[src/rtl/fli_pkg.sv]
`timescale 1ns / 1ps
// ----------------------------------------------------------------------------
// fli_pkg
// Shared types and constants for the frame chunk decoder.
// ----------------------------------------------------------------------------
package fli_pkg;

   localparam int FRAME_WIDTH_DEF  = 320;
   localparam int FRAME_HEIGHT_DEF = 200;

   typedef enum logic [4:0] {
      PH_FSIZE, PH_FTYPE, PH_FCHUNKS, PH_FPAD, PH_CSIZE, PH_CTYPE,
      PH_COL_NPKT, PH_COL_SKIP, PH_COL_CNT, PH_COL_R, PH_COL_G, PH_COL_B,
      PH_DL_START, PH_DL_NLINES, PH_DL_LPKTS, PH_DL_SKIP, PH_DL_COUNT,
      PH_DL_LIT, PH_DL_COLOR, PH_BR_LPKTS, PH_BR_COUNT, PH_BR_COLOR,
      PH_BR_LIT, PH_RAW, PH_CSKIP, PH_FSKIP
   } phase_type;

   typedef enum logic [2:0] {
      KIND_OTHER, KIND_COL64, KIND_COL256, KIND_DELTA, KIND_BLACK,
      KIND_BRUN, KIND_RAW
   } kind_type;

   typedef enum logic [2:0] {
      OP_PIXEL = 3'd0, OP_RUN = 3'd1, OP_PALETTE = 3'd2, OP_CLEAR = 3'd3,
      OP_DONE = 3'd4
   } op_type;

   localparam logic [15:0] CT_COLOR256 = 16'd4;
   localparam logic [15:0] CT_COLOR64  = 16'd11;
   localparam logic [15:0] CT_DELTA    = 16'd12;
   localparam logic [15:0] CT_BLACK    = 16'd13;
   localparam logic [15:0] CT_BRUN     = 16'd15;
   localparam logic [15:0] CT_RAW      = 16'd16;

   typedef struct packed {
      logic [2:0]  op;
      logic [15:0] address;
      logic [15:0] length;
      logic [23:0] value;
      logic        last;
   } rsp_type;

endpackage

[src/rtl/fli_stream_if.sv]
`timescale 1ns / 1ps
// ----------------------------------------------------------------------------
// fli_stream_if
// Valid/ready channel carrying a payload.
// ----------------------------------------------------------------------------
interface fli_stream_if #(parameter type payload_type = logic [7:0]);
   logic        valid;
   logic        ready;
   payload_type data;
   modport source (output valid, output data, input ready);
   modport sink (input valid, input data, output ready);
endinterface

[src/rtl/fli_rsp_queue.sv]
`timescale 1ns / 1ps
// ----------------------------------------------------------------------------
// fli_rsp_queue
// Four-entry response queue; takes up to two responses per cycle.
// ----------------------------------------------------------------------------
module fli_rsp_queue (
   input  logic                 clock,
   input  logic                 reset,
   input  logic [1:0]           push_count,
   input  fli_pkg::rsp_type     push_a,
   input  fli_pkg::rsp_type     push_b,
   output logic                 space_ok,
   fli_stream_if.source         rsp
);
   fli_pkg::rsp_type mem_ff [4];
   logic [1:0] rd_ff, wr_ff;
   logic [2:0] cnt_ff, cnt_in;
   logic       pop;

   assign pop       = rsp.valid && rsp.ready;
   assign rsp.valid = cnt_ff != 3'd0;
   assign rsp.data  = mem_ff[rd_ff];
   assign space_ok  = cnt_ff <= 3'd2;
   assign cnt_in    = cnt_ff + {1'b0, push_count} - {2'b0, pop};

   always_ff @(posedge clock) begin
      if (push_count != 2'd0) mem_ff[wr_ff] <= push_a;
      if (push_count == 2'd2) mem_ff[wr_ff + 2'd1] <= push_b;
      if (reset) begin
         rd_ff  <= '0;
         wr_ff  <= '0;
         cnt_ff <= '0;
      end else begin
         rd_ff  <= rd_ff + {1'b0, pop};
         wr_ff  <= wr_ff + push_count;
         cnt_ff <= cnt_in;
      end
   end

   a_no_overflow: assert property (@(posedge clock) disable iff (reset)
      cnt_ff <= 3'd4) else $error("queue overflow");
   a_push_room: assert property (@(posedge clock) disable iff (reset)
      push_count != 2'd0 |-> cnt_ff <= 3'd2) else $error("push without room");
   a_count_step: assert property (@(posedge clock) disable iff (reset)
      push_count == 2'd0 && !pop |=> $stable(cnt_ff)) else $error("count drift");
endmodule

[src/rtl/fli_frame_chunk_decoder.sv]
`timescale 1ns / 1ps
// ----------------------------------------------------------------------------
// fli_frame_chunk_decoder
// Frame chunk parser: frame bytes in, draw/palette commands out.
// ----------------------------------------------------------------------------
// Usage:
//   req carries one frame-stream byte per request, starting after the file
//   header. rsp carries commands: pixel write, run fill, palette write,
//   clear and frame done, each with address, length, value and last; last
//   marks the final command caused by one byte (0 to 2 commands per byte).
//   Throughput: one byte per cycle while req_ready is high; the parser is
//   a single registered step per byte. A byte's commands are in the
//   response queue the cycle after acceptance and appear on rsp from
//   there; two commands from one byte leave in order from adjacent entries.
//   When rsp stalls the four-entry queue fills and req_ready drops once
//   fewer than two free slots remain.
//   Reset (synchronous) puts the parser at frame header start and empties
//   the queue.
// ----------------------------------------------------------------------------
module fli_frame_chunk_decoder #(
   parameter int FRAME_WIDTH  = fli_pkg::FRAME_WIDTH_DEF,
   parameter int FRAME_HEIGHT = fli_pkg::FRAME_HEIGHT_DEF
) (
   input  logic          clock,
   input  logic          reset,
   fli_stream_if.sink    req,
   fli_stream_if.source  rsp
);
   localparam int AREA = FRAME_WIDTH * FRAME_HEIGHT;
   localparam logic [31:0] AREA32 = 32'(AREA);
   localparam logic [31:0] WIDTH32 = 32'(FRAME_WIDTH);
   localparam logic [15:0] HEIGHT16 = 16'(FRAME_HEIGHT);

   fli_pkg::phase_type ph_ff, ph_in;
   fli_pkg::kind_type  kind_ff, kind_in;
   logic [31:0] fleft_ff, fleft_in, cleft_ff, cleft_in, acc_ff, acc_in;
   logic [15:0] chunks_ff, chunks_in, line_ff, line_in, lines_ff, lines_in;
   logic [15:0] pkts_ff, pkts_in, col_ff, col_in, rgb_ff, rgb_in;
   logic [2:0]  fbc_ff, fbc_in;
   logic [16:0] lit_ff, lit_in;
   logic [8:0]  cur_ff, cur_in;
   logic [31:0] addr_row_ff;

   logic        accept, space_ok;
   logic [1:0]  n;
   fli_pkg::rsp_type ra, rb, rnew;
   logic [7:0]  b, ex;
   logic [31:0] acc_new, v, paddr, runlen;
   logic [2:0]  fbc_new;
   logic        chunk_check, body_done;

   assign req.ready = space_ok;
   assign accept    = req.valid && req.ready;
   assign b         = req.data;
   assign acc_new   = acc_ff | ({24'd0, b} << {fbc_ff[1:0], 3'b000});
   assign fbc_new   = fbc_ff + 3'd1;
   assign v         = acc_new;
   assign ex        = (kind_ff == fli_pkg::KIND_COL64) ? ({b[5:0], 2'b00} | {4'd0, b[7:4]})
                                                       : b;
   // row base kept registered: one multiplier off the byte path
   assign paddr     = addr_row_ff + {16'd0, col_ff};
   assign runlen    = ({15'd0, lit_ff} > AREA32 - paddr) ? AREA32 - paddr
                                                        : {15'd0, lit_ff};

   always_ff @(posedge clock) begin
      addr_row_ff <= 32'(line_in) * WIDTH32;
   end

   always_comb begin
      ph_in = ph_ff; kind_in = kind_ff; fleft_in = fleft_ff; cleft_in = cleft_ff;
      acc_in = acc_ff; fbc_in = fbc_ff; chunks_in = chunks_ff; line_in = line_ff;
      lines_in = lines_ff; pkts_in = pkts_ff; col_in = col_ff; lit_in = lit_ff;
      cur_in = cur_ff; rgb_in = rgb_ff;
      n = 2'd0; ra = '0; rb = '0; rnew = '0;
      chunk_check = 1'b0; body_done = 1'b0;
      if (accept) begin
         if (ph_ff >= fli_pkg::PH_FTYPE && fleft_ff != 0) fleft_in = fleft_ff - 32'd1;
         if (ph_ff >= fli_pkg::PH_CTYPE && ph_ff <= fli_pkg::PH_CSKIP) begin
            if (cleft_ff != 0) cleft_in = cleft_ff - 32'd1;
            chunk_check = 1'b1;
         end
         // default: gather field byte
         case (ph_ff)
            fli_pkg::PH_FSIZE, fli_pkg::PH_FTYPE, fli_pkg::PH_FCHUNKS,
            fli_pkg::PH_CSIZE, fli_pkg::PH_CTYPE, fli_pkg::PH_COL_NPKT,
            fli_pkg::PH_DL_START, fli_pkg::PH_DL_NLINES: begin
               acc_in = acc_new; fbc_in = fbc_new;
            end
            default: ;
         endcase
         case (ph_ff)
            fli_pkg::PH_FSIZE: if (fbc_new >= 3'd4) begin
               acc_in = '0; fbc_in = '0;
               fleft_in = (v > 32'd4) ? v - 32'd4 : 32'd0;
               ph_in = fli_pkg::PH_FTYPE;
            end
            fli_pkg::PH_FTYPE: if (fbc_new >= 3'd2) begin
               acc_in = '0; fbc_in = '0; ph_in = fli_pkg::PH_FCHUNKS;
            end
            fli_pkg::PH_FCHUNKS: if (fbc_new >= 3'd2) begin
               acc_in = '0; fbc_in = '0; chunks_in = v[15:0]; ph_in = fli_pkg::PH_FPAD;
            end
            fli_pkg::PH_FPAD: if (fbc_ff >= 3'd7) begin
               fbc_in = '0;
               if (chunks_ff == 0) begin
                  if (fleft_in == 0) begin
                     n = 2'd1; ra.op = fli_pkg::OP_DONE; ph_in = fli_pkg::PH_FSIZE;
                  end else ph_in = fli_pkg::PH_FSKIP;
               end else ph_in = fli_pkg::PH_CSIZE;
            end else fbc_in = fbc_new;
            fli_pkg::PH_CSIZE: if (fbc_new >= 3'd4) begin
               acc_in = '0; fbc_in = '0;
               cleft_in = (v > 32'd4) ? v - 32'd4 : 32'd0;
               ph_in = fli_pkg::PH_CTYPE; chunk_check = 1'b1;
            end
            fli_pkg::PH_CTYPE: if (fbc_new >= 3'd2) begin
               acc_in = '0; fbc_in = '0;
               case (v[15:0])
                  fli_pkg::CT_COLOR256: begin
                     kind_in = fli_pkg::KIND_COL256; ph_in = fli_pkg::PH_COL_NPKT;
                  end
                  fli_pkg::CT_COLOR64: begin
                     kind_in = fli_pkg::KIND_COL64; ph_in = fli_pkg::PH_COL_NPKT;
                  end
                  fli_pkg::CT_DELTA: begin
                     kind_in = fli_pkg::KIND_DELTA; ph_in = fli_pkg::PH_DL_START;
                  end
                  fli_pkg::CT_BLACK: begin
                     kind_in = fli_pkg::KIND_BLACK; body_done = 1'b1;
                     n = 2'd1; ra.op = fli_pkg::OP_CLEAR; ra.length = AREA32[15:0];
                  end
                  fli_pkg::CT_BRUN: begin
                     kind_in = fli_pkg::KIND_BRUN; line_in = '0; lines_in = HEIGHT16;
                     ph_in = fli_pkg::PH_BR_LPKTS; body_done = (HEIGHT16 == 16'd0);
                  end
                  fli_pkg::CT_RAW: begin
                     kind_in = fli_pkg::KIND_RAW; line_in = '0; col_in = '0;
                     ph_in = fli_pkg::PH_RAW;
                  end
                  default: begin
                     kind_in = fli_pkg::KIND_OTHER; body_done = 1'b1;
                  end
               endcase
            end
            fli_pkg::PH_COL_NPKT: if (fbc_new >= 3'd2) begin
               acc_in = '0; fbc_in = '0; pkts_in = v[15:0]; cur_in = '0;
               if (v[15:0] == 0) body_done = 1'b1; else ph_in = fli_pkg::PH_COL_SKIP;
            end
            fli_pkg::PH_COL_SKIP: begin
               cur_in = cur_ff + {1'b0, b}; ph_in = fli_pkg::PH_COL_CNT;
            end
            fli_pkg::PH_COL_CNT: begin
               lit_in = (b == 0) ? 17'd256 : {9'd0, b}; ph_in = fli_pkg::PH_COL_R;
            end
            fli_pkg::PH_COL_R: begin
               rgb_in = {ex, 8'd0}; ph_in = fli_pkg::PH_COL_G;
            end
            fli_pkg::PH_COL_G: begin
               rgb_in = {rgb_ff[15:8], rgb_ff[7:0] | ex}; ph_in = fli_pkg::PH_COL_B;
            end
            fli_pkg::PH_COL_B: begin
               n = 2'd1; ra.op = fli_pkg::OP_PALETTE; ra.address = {8'd0, cur_ff[7:0]};
               ra.value = {rgb_ff, ex};
               cur_in = cur_ff + 9'd1; lit_in = lit_ff - 17'd1;
               if (lit_in != 0) ph_in = fli_pkg::PH_COL_R;
               else begin
                  pkts_in = pkts_ff - 16'd1;
                  if (pkts_in == 0) body_done = 1'b1; else ph_in = fli_pkg::PH_COL_SKIP;
               end
            end
            fli_pkg::PH_DL_START: if (fbc_new >= 3'd2) begin
               acc_in = '0; fbc_in = '0; line_in = v[15:0]; ph_in = fli_pkg::PH_DL_NLINES;
            end
            fli_pkg::PH_DL_NLINES: if (fbc_new >= 3'd2) begin
               acc_in = '0; fbc_in = '0; lines_in = v[15:0];
               if (v[15:0] == 0) body_done = 1'b1; else ph_in = fli_pkg::PH_DL_LPKTS;
            end
            fli_pkg::PH_DL_LPKTS, fli_pkg::PH_BR_LPKTS: begin
               pkts_in = {8'd0, b}; col_in = '0;
               if (b == 0) begin
                  line_in = line_ff + 16'd1; lines_in = lines_ff - 16'd1;
                  if (lines_in == 0) body_done = 1'b1;
               end else ph_in = (ph_ff == fli_pkg::PH_DL_LPKTS) ? fli_pkg::PH_DL_SKIP
                                                                : fli_pkg::PH_BR_COUNT;
            end
            fli_pkg::PH_DL_SKIP: begin
               col_in = col_ff + {8'd0, b}; ph_in = fli_pkg::PH_DL_COUNT;
            end
            fli_pkg::PH_DL_COUNT, fli_pkg::PH_BR_COUNT: begin
               if (b == 0) begin
                  pkts_in = pkts_ff - 16'd1;
                  if (pkts_in == 0) begin
                     line_in = line_ff + 16'd1; lines_in = lines_ff - 16'd1;
                     if (lines_in == 0) body_done = 1'b1;
                     else ph_in = (ph_ff == fli_pkg::PH_DL_COUNT) ? fli_pkg::PH_DL_LPKTS
                                                                  : fli_pkg::PH_BR_LPKTS;
                  end else ph_in = (ph_ff == fli_pkg::PH_DL_COUNT) ? fli_pkg::PH_DL_SKIP
                                                                   : fli_pkg::PH_BR_COUNT;
               end else if (b < 8'd128) begin
                  lit_in = {9'd0, b};
                  ph_in = (ph_ff == fli_pkg::PH_DL_COUNT) ? fli_pkg::PH_DL_LIT
                                                          : fli_pkg::PH_BR_COLOR;
               end else begin
                  lit_in = 17'd256 - {9'd0, b};
                  ph_in = (ph_ff == fli_pkg::PH_DL_COUNT) ? fli_pkg::PH_DL_COLOR
                                                          : fli_pkg::PH_BR_LIT;
               end
            end
            fli_pkg::PH_DL_LIT, fli_pkg::PH_BR_LIT, fli_pkg::PH_DL_COLOR,
            fli_pkg::PH_BR_COLOR: begin
               if (ph_ff == fli_pkg::PH_DL_LIT || ph_ff == fli_pkg::PH_BR_LIT) begin
                  if (paddr < AREA32) begin
                     n = 2'd1; ra.op = fli_pkg::OP_PIXEL; ra.address = paddr[15:0];
                     ra.value = {16'd0, b};
                  end
                  col_in = col_ff + 16'd1; lit_in = lit_ff - 17'd1;
               end else begin
                  if (paddr < AREA32) begin
                     n = 2'd1; ra.op = fli_pkg::OP_RUN; ra.address = paddr[15:0];
                     ra.length = runlen[15:0]; ra.value = {16'd0, b};
                  end
                  col_in = col_ff + lit_ff[15:0]; lit_in = '0;
               end
               if (lit_in == 0) begin
                  pkts_in = pkts_ff - 16'd1;
                  if (pkts_in == 0) begin
                     line_in = line_ff + 16'd1; lines_in = lines_ff - 16'd1;
                     if (lines_in == 0) body_done = 1'b1;
                     else ph_in = (kind_ff == fli_pkg::KIND_DELTA) ? fli_pkg::PH_DL_LPKTS
                                                                   : fli_pkg::PH_BR_LPKTS;
                  end else ph_in = (kind_ff == fli_pkg::KIND_DELTA) ? fli_pkg::PH_DL_SKIP
                                                                    : fli_pkg::PH_BR_COUNT;
               end
            end
            fli_pkg::PH_RAW: begin
               if (paddr < AREA32) begin
                  n = 2'd1; ra.op = fli_pkg::OP_PIXEL; ra.address = paddr[15:0];
                  ra.value = {16'd0, b};
               end
               col_in = col_ff + 16'd1;
               if ({16'd0, col_in} >= WIDTH32) begin
                  col_in = '0; line_in = line_ff + 16'd1;
                  if (line_in >= HEIGHT16) body_done = 1'b1;
               end
            end
            fli_pkg::PH_CSKIP: ;
            fli_pkg::PH_FSKIP: if (fleft_in == 0) begin
               n = 2'd1; ra.op = fli_pkg::OP_DONE; ph_in = fli_pkg::PH_FSIZE;
            end
            default: ph_in = fli_pkg::PH_FSIZE;
         endcase
         if (chunk_check) begin
            if (cleft_in == 0) begin
               acc_in = '0; fbc_in = '0; chunks_in = chunks_ff - 16'd1;
               if (chunks_in != 0) ph_in = fli_pkg::PH_CSIZE;
               else if (fleft_in == 0) begin
                  rnew.op = fli_pkg::OP_DONE;
                  if (n == 2'd0) begin ra = rnew; n = 2'd1; end
                  else begin rb = rnew; n = 2'd2; end
                  ph_in = fli_pkg::PH_FSIZE;
               end else ph_in = fli_pkg::PH_FSKIP;
            end else if (body_done) ph_in = fli_pkg::PH_CSKIP;
         end
         if (n == 2'd1) ra.last = 1'b1;
         if (n == 2'd2) rb.last = 1'b1;
      end
   end

   always_ff @(posedge clock) begin
      if (reset) begin
         ph_ff <= fli_pkg::PH_FSIZE; kind_ff <= fli_pkg::KIND_OTHER;
         fleft_ff <= '0; cleft_ff <= '0; acc_ff <= '0; fbc_ff <= '0;
         chunks_ff <= '0; line_ff <= '0; lines_ff <= '0; pkts_ff <= '0;
         col_ff <= '0; lit_ff <= '0; cur_ff <= '0; rgb_ff <= '0;
      end else begin
         ph_ff <= ph_in; kind_ff <= kind_in; fleft_ff <= fleft_in;
         cleft_ff <= cleft_in; acc_ff <= acc_in; fbc_ff <= fbc_in;
         chunks_ff <= chunks_in; line_ff <= line_in; lines_ff <= lines_in;
         pkts_ff <= pkts_in; col_ff <= col_in; lit_ff <= lit_in;
         cur_ff <= cur_in; rgb_ff <= rgb_in;
      end
   end

   fli_rsp_queue u_queue (
      .clock(clock), .reset(reset), .push_count(n), .push_a(ra), .push_b(rb),
      .space_ok(space_ok), .rsp(rsp)
   );

   a_idle_no_push: assert property (@(posedge clock) disable iff (reset)
      !accept |-> n == 2'd0) else $error("output without request");
   a_fsize_to_ftype: assert property (@(posedge clock) disable iff (reset)
      accept && ph_ff == fli_pkg::PH_FSIZE && fbc_ff == 3'd3 |=> ph_ff == fli_pkg::PH_FTYPE)
      else $error("frame size not taken");
   a_lit_range: assert property (@(posedge clock) disable iff (reset)
      lit_ff <= 17'd256) else $error("literal count out of range");
endmodule
[src/flat_wrapper.sv]
// flat-port wrapper written by rule: the top's interface ports become plain ports
module fli_frame_chunk_decoder_flat 
#(
   parameter int FRAME_WIDTH  = fli_pkg::FRAME_WIDTH_DEF,
   parameter int FRAME_HEIGHT = fli_pkg::FRAME_HEIGHT_DEF
)
  (clock, reset, req_valid, req_data, req_ready, rsp_valid, rsp_data, rsp_ready);
  fli_stream_if req_i ();
  fli_stream_if rsp_i ();
  input  logic clock;
  input  logic reset;
  input wire logic [$bits(req_i.valid)-1:0] req_valid;
  input wire logic [$bits(req_i.data)-1:0] req_data;
  output wire logic [$bits(req_i.ready)-1:0] req_ready;
  output wire logic [$bits(rsp_i.valid)-1:0] rsp_valid;
  output wire logic [$bits(rsp_i.data)-1:0] rsp_data;
  input wire logic [$bits(rsp_i.ready)-1:0] rsp_ready;
  assign req_i.valid = req_valid;
  assign req_i.data = req_data;
  assign req_ready = req_i.ready;
  assign rsp_valid = rsp_i.valid;
  assign rsp_data = rsp_i.data;
  assign rsp_i.ready = rsp_ready;
  fli_frame_chunk_decoder #(.FRAME_WIDTH(FRAME_WIDTH), .FRAME_HEIGHT(FRAME_HEIGHT)) u_core (.clock(clock), .reset(reset), .req(req_i), .rsp(rsp_i));
endmodule
[config.mk]
export PLATFORM = sky130hd
export DESIGN_NAME = fli_frame_chunk_decoder_flat
export DESIGN_NICKNAME = d
export VERILOG_FILES = /design/src/rtl/fli_pkg.sv /design/src/rtl/fli_stream_if.sv /design/src/rtl/fli_rsp_queue.sv /design/src/rtl/fli_frame_chunk_decoder.sv /design/src/flat_wrapper.sv
export SDC_FILE = /design/constraint.sdc
export NUM_CORES = 1
export LEC_CHECK = 0
export BUFFER_PORTS_ARGS = -buffer_cell sky130_fd_sc_hd__buf_2
export CAP_MARGIN = 10
export CORE_MARGIN = 1
export CORE_UTILIZATION = 50
export CTS_BUF_LIST = sky130_fd_sc_hd__clkbuf_2
export DETAILED_ROUTE_END_ITERATION = 6
export GPL_ROUTABILITY_DRIVEN = 0
export PLACE_DENSITY = 0.65
export SLEW_MARGIN = 20
export SYNTH_ARGS = -nofsm -noshare
export SYNTH_HDL_FRONTEND = slang
export SYNTH_SLANG_ARGS = --single-unit
export TNS_END_PERCENT = 50
[constraint.sdc]
create_clock -name clock -period 7.3 [get_ports clock]
set_input_delay 0 -clock clock [delete_from_list [all_inputs] [get_ports clock]]
set_output_delay 0 -clock clock [all_outputs]
set_load 0.03 [all_outputs]
**Word-level counts from Yosys, hierarchy flattened**

Memory sizes are Yosys's and may differ from the RTL's. A register that Yosys moved wholly into a read port is not among the register bits.
Cells that the tools add are included.
W data, S select, Z words.

- Multipliers: 1
- Muxes and demuxes: 179
- $lt $le $gt $ge: 13
- Reductions and logical operators: 48
- Bitwise gates (word level): 4
- Divide/modulo/power cells: 0
- $add $sub $neg: 22
- Eq/ne operators: 46
- Shifts and indexed selects: 1

Operator list:

| cell | number |
|---|---|
| $mux W60 | 12 |
| $mux W16 | 32 |
| $mux W32 | 16 |
| $pmux W16 S5 | 3 |
| $mux W59 | 3 |
| $mux W5 | 34 |
| $pmux W5 S20 | 1 |
| $logic_not A32 Y1 | 3 |
| $pmux W16 S6 | 1 |
| $mux W17 | 5 |
| $pmux W24 S3 | 1 |
| $pmux W17 S4 | 1 |
| $eq A16 B4 Y1 const B | 4 |
| $logic_not A16 Y1 | 4 |
| $pmux W16 S2 | 2 |
| $pmux W32 S2 | 1 |
| $reduce_bool A32 Y1 | 2 |
| $sub A32 B1 Y32 const B | 2 |
| $mux W57 | 1 |
| $eq A5 B5 Y1 const B | 10 |
| $pmux W16 S3 | 1 |
| $sub A16 B1 Y16 const B | 3 |
| $eq A5 B4 Y1 const B | 8 |
| $mux W3 | 12 |
| 79 further kinds | 152 |

- ROM bits: 0
- Bits of input ports: 12
- Word-level logic and storage cells: 334
- Memory bits (writable): 240
- Memories kept: 1
- Flip-flop bits (word level): 255
- Bits in latches: 0
- Output and inout bits: 10

Memories:

| memory | words | bits a word | read ports | clocked after Yosys merged registers in | wr ports | RTL line | source |
|---|---|---|---|---|---|---|---|
| u_core.u_queue.mem_ff | 4 | 60 | 1 | 1 | 2 | fli_rsp_queue.sv:15 | `fli_pkg::rsp_type mem_ff [4];` |

**Longest topological paths before layout**

- Depth after elaboration: 21
- Depth in mapped cells: 29
- Mapped depth without buffers: 28

**Modules after synthesis**

From an unflattened synthesis, not the netlist that was laid out.

- Cells, all modules: 3246
- Area total of the unflattened synthesis: 24023.0 um2

By module, submodules not included:

| module | cells an instance | area an instance (um2) | seq. area each (um2) | times used |
|---|---|---|---|---|
| fli_frame_chunk_decoder | 3119 | 22002.4 | 4944.7 | 1 |
| fli_rsp_queue | 127 | 2020.7 | 1101.1 | 1 |

**Least setup slack after synthesis**

No wires, ideal clock.

- Path kind: reg-to-reg
- Start: register u_core.pkts_ff[2]
- End: register u_core.addr_row_ff[23]
- Library setup time: 0.127 ns
- Path slack: 1.288 ns
- Data required time: 7.173 ns
- Arrival time: 5.886 ns
- Clock period less this slack: 6.012 ns
- Cell stages (with the launch flop): 27
- Path buffers: 3
- Path through: dfxtp_1 clkbuf_1 nor4_2 nand4_1 o31a_1 or3_1 or3_1 clkbuf_1 clkbuf_1 o21ai_0 nand2_1 a22o_1 ha_1 ha_1 fa_1 a21oi_1 nor2_1 nor2_1 nor2b_1 o21a_1 o21a_1 o21a_1 o21a_1 o21a_1 o41ai_1 o21ai_0 xor2_1

- Word-level cells in the longest chain between the ends: 7
- Elaborated cells on any way between the ends: 8
- Classes of those cells: 1 x add/sub; 1 x mul; 5 x mux; 1 x reduce/logical

RTL lines:

| item | RTL line | source |
|---|---|---|
| start: declaration | fli_frame_chunk_decoder.sv:38 | `logic [15:0] pkts_ff, pkts_in, col_ff, col_in, rgb_ff, rgb_in;` |
| start signal: assignment | fli_frame_chunk_decoder.sv:279 | `pkts_ff <= pkts_in; col_ff <= col_in; lit_ff <= lit_in;` |
| $sub A16 B1 Y16 * | fli_frame_chunk_decoder.sv:191, fli_frame_chunk_decoder.sv:225 |  |
| $logic_not A16 Y1 * | fli_frame_chunk_decoder.sv:192, fli_frame_chunk_decoder.sv:226 |  |
| $mux W16 * | fli_frame_chunk_decoder.sv:192, fli_frame_chunk_decoder.sv:226 |  |
| $mux W16, on equally long branches | fli_frame_chunk_decoder.sv:224, fli_frame_chunk_decoder.sv:190 |  |
| $pmux W16 S6 * | fli_frame_chunk_decoder.sv:91 | `case (ph_ff)` |
| $mux W16 * | fli_frame_chunk_decoder.sv:76 | `if (accept) begin` |
| named net u_core.line_in[3] | fli_frame_chunk_decoder.sv:37 | `logic [15:0] chunks_ff, chunks_in, line_ff, line_in, lines_ff, lines_in;` |
| $mul A16 B3 Y19 * | fli_frame_chunk_decoder.sv:66 | `addr_row_ff <= 32'(line_in) * WIDTH32;` |
| end signal: assignment | fli_frame_chunk_decoder.sv:66 |  |
| end: declaration | fli_frame_chunk_decoder.sv:42 | `logic [31:0] addr_row_ff;` |

Mark *: on every way through the listed nets, which the timed path passes. The rest lies on a longest branch.
A chain may end at the register's enable or synchronous reset.

**Worst setup path after layout**

- Start: register u_core.fbc_ff[1]
- End: register u_core.addr_row_ff[23]

- Word-level cells in the longest chain between the ends: 9
- Elaborated cells on any way between the ends: 13
- Classes of those cells: 1 x add/sub; 1 x mul; 1 x order compare; 2 x eq/ne; 1 x shift; 5 x mux; 1 x bitwise; 1 x reduce/logical

RTL lines:

| item | RTL line | source |
|---|---|---|
| start: declaration | fli_frame_chunk_decoder.sv:39 | `logic [2:0] fbc_ff, fbc_in;` |
| start signal: assignment | fli_frame_chunk_decoder.sv:277 | `cleft_ff <= cleft_in; acc_ff <= acc_in; fbc_ff <= fbc_in;` |
| $shl A8 B5 Y32 | fli_frame_chunk_decoder.sv:55 | `assign acc_new = acc_ff \| ({24'd0, b} << {fbc_ff[1:0], 3'b000});` |
| $or A32 B32 Y32 | fli_frame_chunk_decoder.sv:55 |  |
| $eq A16 B4 Y1 or $eq A16 B5 Y1 (tied branches) | fli_frame_chunk_decoder.sv:118 | `case (v[15:0])` |
| $reduce_or A2 Y1 (no line) | -- |  |
| $mux W16 | fli_frame_chunk_decoder.sv:118 |  |
| $mux W16 | fli_frame_chunk_decoder.sv:116 | `fli_pkg::PH_CTYPE: if (fbc_new >= 3'd2) begin` |
| $pmux W16 S6 * | fli_frame_chunk_decoder.sv:91 |  |
| $mux W16 * | fli_frame_chunk_decoder.sv:76 |  |
| named net u_core.line_in[2] | fli_frame_chunk_decoder.sv:37 |  |
| $mul A16 B3 Y19 * | fli_frame_chunk_decoder.sv:66 |  |

Marks and branches as above.

==> metrics.md <==
| Metric | Value |
|---|---|
| Die W | `210 um` |
| Number of CTS-inserted buffers | `75` |
| Final core occ | `54.0%` |
| Leak | `0.00865 uW` |
| Final setup TNS | `0 ns` |
| H-tree lvl count | `3` |
| Critical path type | `flop to flop` |
| Seq/Total Area, Yosys | `24.3%` |
| CP arrival | `7.79 ns` |
| Total global routing overflow | `0` |
| Total GRT Usage | `35.3%` |
| Crit-path max FO | `17` |
| Maxcap violations | `0` |
| Starting Density | `50.5%` |
| Crit-path leading delay family | `compound AO/OA/AOI/OAI gates` |
| Fmax | `0.147 GHz` |
| Largest net degree at the start of global routing | `123` |
| CORE AREA | `43000 um^2` |
| Root Driver | `clkbuf_2` |
| WL/cell | `22.1 um` |
| Clock Pin Slew Worst Setup and Hold Paths | `0.11 ns` |
| Startpoint type of the worst setup path | `flop` |
| TritonCTS clock tree | `yes` |
| Largest stage delay, worst path | `0.69 ns` |
| Drt total wl | `79300 um` |
| RSZ-0062 raised after global routing | `false` |
| Detail Placement HPWL | `56200 um` |
| Final instance area | `23200 um^2` |
| Final Power | `6720 uW` |
| Status | `complete, but fails checks` |
| 1st-pass router iterations | `7` |
| Fin nets | `3048` |
| Slack of the critical path | `0.494 ns` |
| Worst hold path class | `input port to flop` |
| Synth cell types | `110` |
| Peak VDD IR | `0.136 mV` |
| Post-synth ARST share | `0%` |
| Count of final hold-check violations | `0` |
| # port buffers | `21` |
| Syn Nets | `3050` |
| DR vias | `24200` |
| Worst Path Required | `8.29 ns` |
| Worst-case clock buffer depth | `3` |
| Syn Area/Cell | `7.38 um^2` |
| Vias per cell | `6.74` |
| #FFs+latches synth | `262` |
| Yosys Warn Count | `0` |
| CP Capture Type | `flop` |
| Critical-path top delay cell | `dfxtp_1` |
| Initial antenna violation count | `4` |
| Clock latency on the worst-skew pair | `1.19 ns` |
| Setup Fix Bufs, Post-CTS | `0` |
| Commonest non-fill, non-tap cell in the layout | `nor2_1` |
| Die area | `44300 um^2` |
| First-pass GRT wire length | `124000 um` |
| Failing checks | `design-rule violations` |
| Placed cell areas | `22300 um^2` |
| Clock sink total | `262` |
| Worst slew margin | `27.5%` |
| DRC violations left | `21` |
| Worst Tran Pin Value | `1.09 ns` |
| Period utilisation layout | `93.2%` |
| Post-Synthesis Cells | `2944` |
| Layout cells sized above 1 | `9.89%` |
| Most frequent cells in the layout | `nor2_1, dfxtp_1, nand2_1` |
| Setup Slack @ Placement | `0.556 ns` |
| Vias in the first global route | `22100` |
| Initial DRC Count | `3403` |
| # rows | `76` |
| Routed Antenna Nets | `0` |
| Height of the die | `210 um` |
| Slew Limit Fails | `0` |
| EDFF count, synth | `4` |
| Min cycle time layout | `6.81 ns` |
| Netlist Area Pre-Place | `21700 um^2` |
| Commonest register cell after synthesis | `dfxtp_1` |
| Most Frequent Cell on Critical Path | `o21a_1` |
| Final setup viols | `0` |
| Clock skew | `0.160 ns` |
| Boundary Pins | `22` |
| Layout area overhead | `6.83%` |
| Power Dens Cells | `289 nW/um^2` |
| CP Buf/Inv Count | `2` |
[sequential cells by signal (all words and copies together) (netlist names), 3 cells and up]
register	cells
u_core.acc_ff	32
u_core.line_ff	16
u_core.pkts_ff	16
u_core.fbc_ff	3
u_core.kind_ff	3
u_core.lit_ff	17
u_core.chunks_ff	16
u_core.ph_ff	5
u_core.fleft_ff	32
u_core.u_queue.cnt_ff	3
u_core.cleft_ff	32
u_core.col_ff	16
u_core.lines_ff	16
u_core.u_queue.mem_ff	32
u_core.addr_row_ff	19
[cells in the mapped netlist, types with 11 or more instances]
master,count,area [um^2]
o31ai_1,27,203
o41ai_1,11,96.3
a21o_1,18,135
nand4_1,47,294
nor3_1,134,671
o21bai_1,13,97.6
o22ai_1,29,181
a211oi_1,52,390
or2_2,23,144
and3_1,15,93.8
o2111ai_1,16,140
a221oi_1,16,140
ha_1,90,1130
nand3b_1,11,82.6
inv_1,63,236
o221ai_1,19,166
xor2_1,62,543
mux2i_1,41,410
a21oi_1,226,1130
a22o_1,19,166
or4_1,17,128
buf_1,13,48.8
clkbuf_1,156,586
dfxtp_1,258,5160
nor2b_1,34,213
o32ai_1,17,149
nor2_1,385,1450
nand2b_1,23,144
a22oi_1,32,240
and2_1,18,113
and4_1,13,114
o21ai_0,210,1050
xnor2_1,84,736
o211ai_1,25,188
o21a_1,25,188
a31oi_1,33,206
nand2_1,249,935
o311ai_0,11,96.3
nand3_1,85,425
o2bb2ai_1,35,307
or3_1,33,206
buf_2,14,70.1
nor4_1,43,269
[worst register-to-register path: cells and delay by family, from the launching register on]
family	cells	cell delay, ns
fa+ha+maj	3	0.88
xor+xnor	1	0.16
buf+inv	2	0.37
compound gates	13	2.85
flops	1	0.69
simple gates	9	1.67
[per-stage QoR]
stage	hold slack, ns	std cells
after floorplan	0.368	2944
final	0.0615	3586
after global routing	0.0138	3585
after detailed placement	0.455	3424
after global placement	0.452	3424
after CTS	0.00650	3578
[final timing paths]
| path | startpoint | to | slack [ns] | depth (start not counted) |
|---|---|---|---|---|
| setup / recovery | u_core.fbc_ff[1] | u_core.addr_row_ff[23] | 0.49 | 28 |
| hold / removal | req_data[7] | u_core.acc_ff[31] | 0.06 | 5 |
| setup reg to reg | u_core.fbc_ff[1] | u_core.addr_row_ff[23] | 0.49 | 28 |
| hold reg to reg | u_core.lines_ff[12] | u_core.lines_ff[12] | 0.48 | 2 |
[per-layer routing]
| metal | track usage [%] | up-vias | wire length [um] | share of wire, % |
|---|---|---|---|---|
| li1 | - | 11000 | - | - |
| met1 | 47.0 | 11300 | 32600 | 41 |
| met2 | 53.8 | 1465 | 34000 | 43 |
| met3 | 8.36 | 339 | 8650 | 11 |
| met4 | 16.0 | 0 | 4010 | 5.1 |
| met5 | 0 | - | 0 | 0 |
[power breakdown]
| part | internal [uW] | switching (uW) |
|---|---|---|
| clock | 405 | 712 |
| combinational | 1300 | 2480 |
| sequential | 1580 | 246 |
| total | 3280 | 3430 |
[cell type report]
class / count / area, um^2
fill: 4210 / 19800
multi-input combinational: 2422 / 15400
sequential: 262 / 5290
timing repair buffer: 118 / 905
tap: 585 / 732
clock buffer: 95 / 475
inverter: 63 / 236
clock inverter: 33 / 180
antenna: 8 / 20.0
[what timing repair did]
item,in CTS,in global routing
hold endpoints to repair,252,0
hold buffers,26,0
resized for setup,0,3
setup endpoints to repair,0,3
[cell families after synthesis]
logic type | Yosys count | synth area share (%)
DFF | 262 | 24.3
AOI/OAI and AO/OA | 928 | 28.4
adders and majority gates | 94 | 5.55
muxes | 56 | 3.24
buffers and inverters | 260 | 5.07
and+or+nand+nor | 1198 | 27.5
xor gates and xnor gates | 146 | 5.89
(Power assumes the default switching activity.)
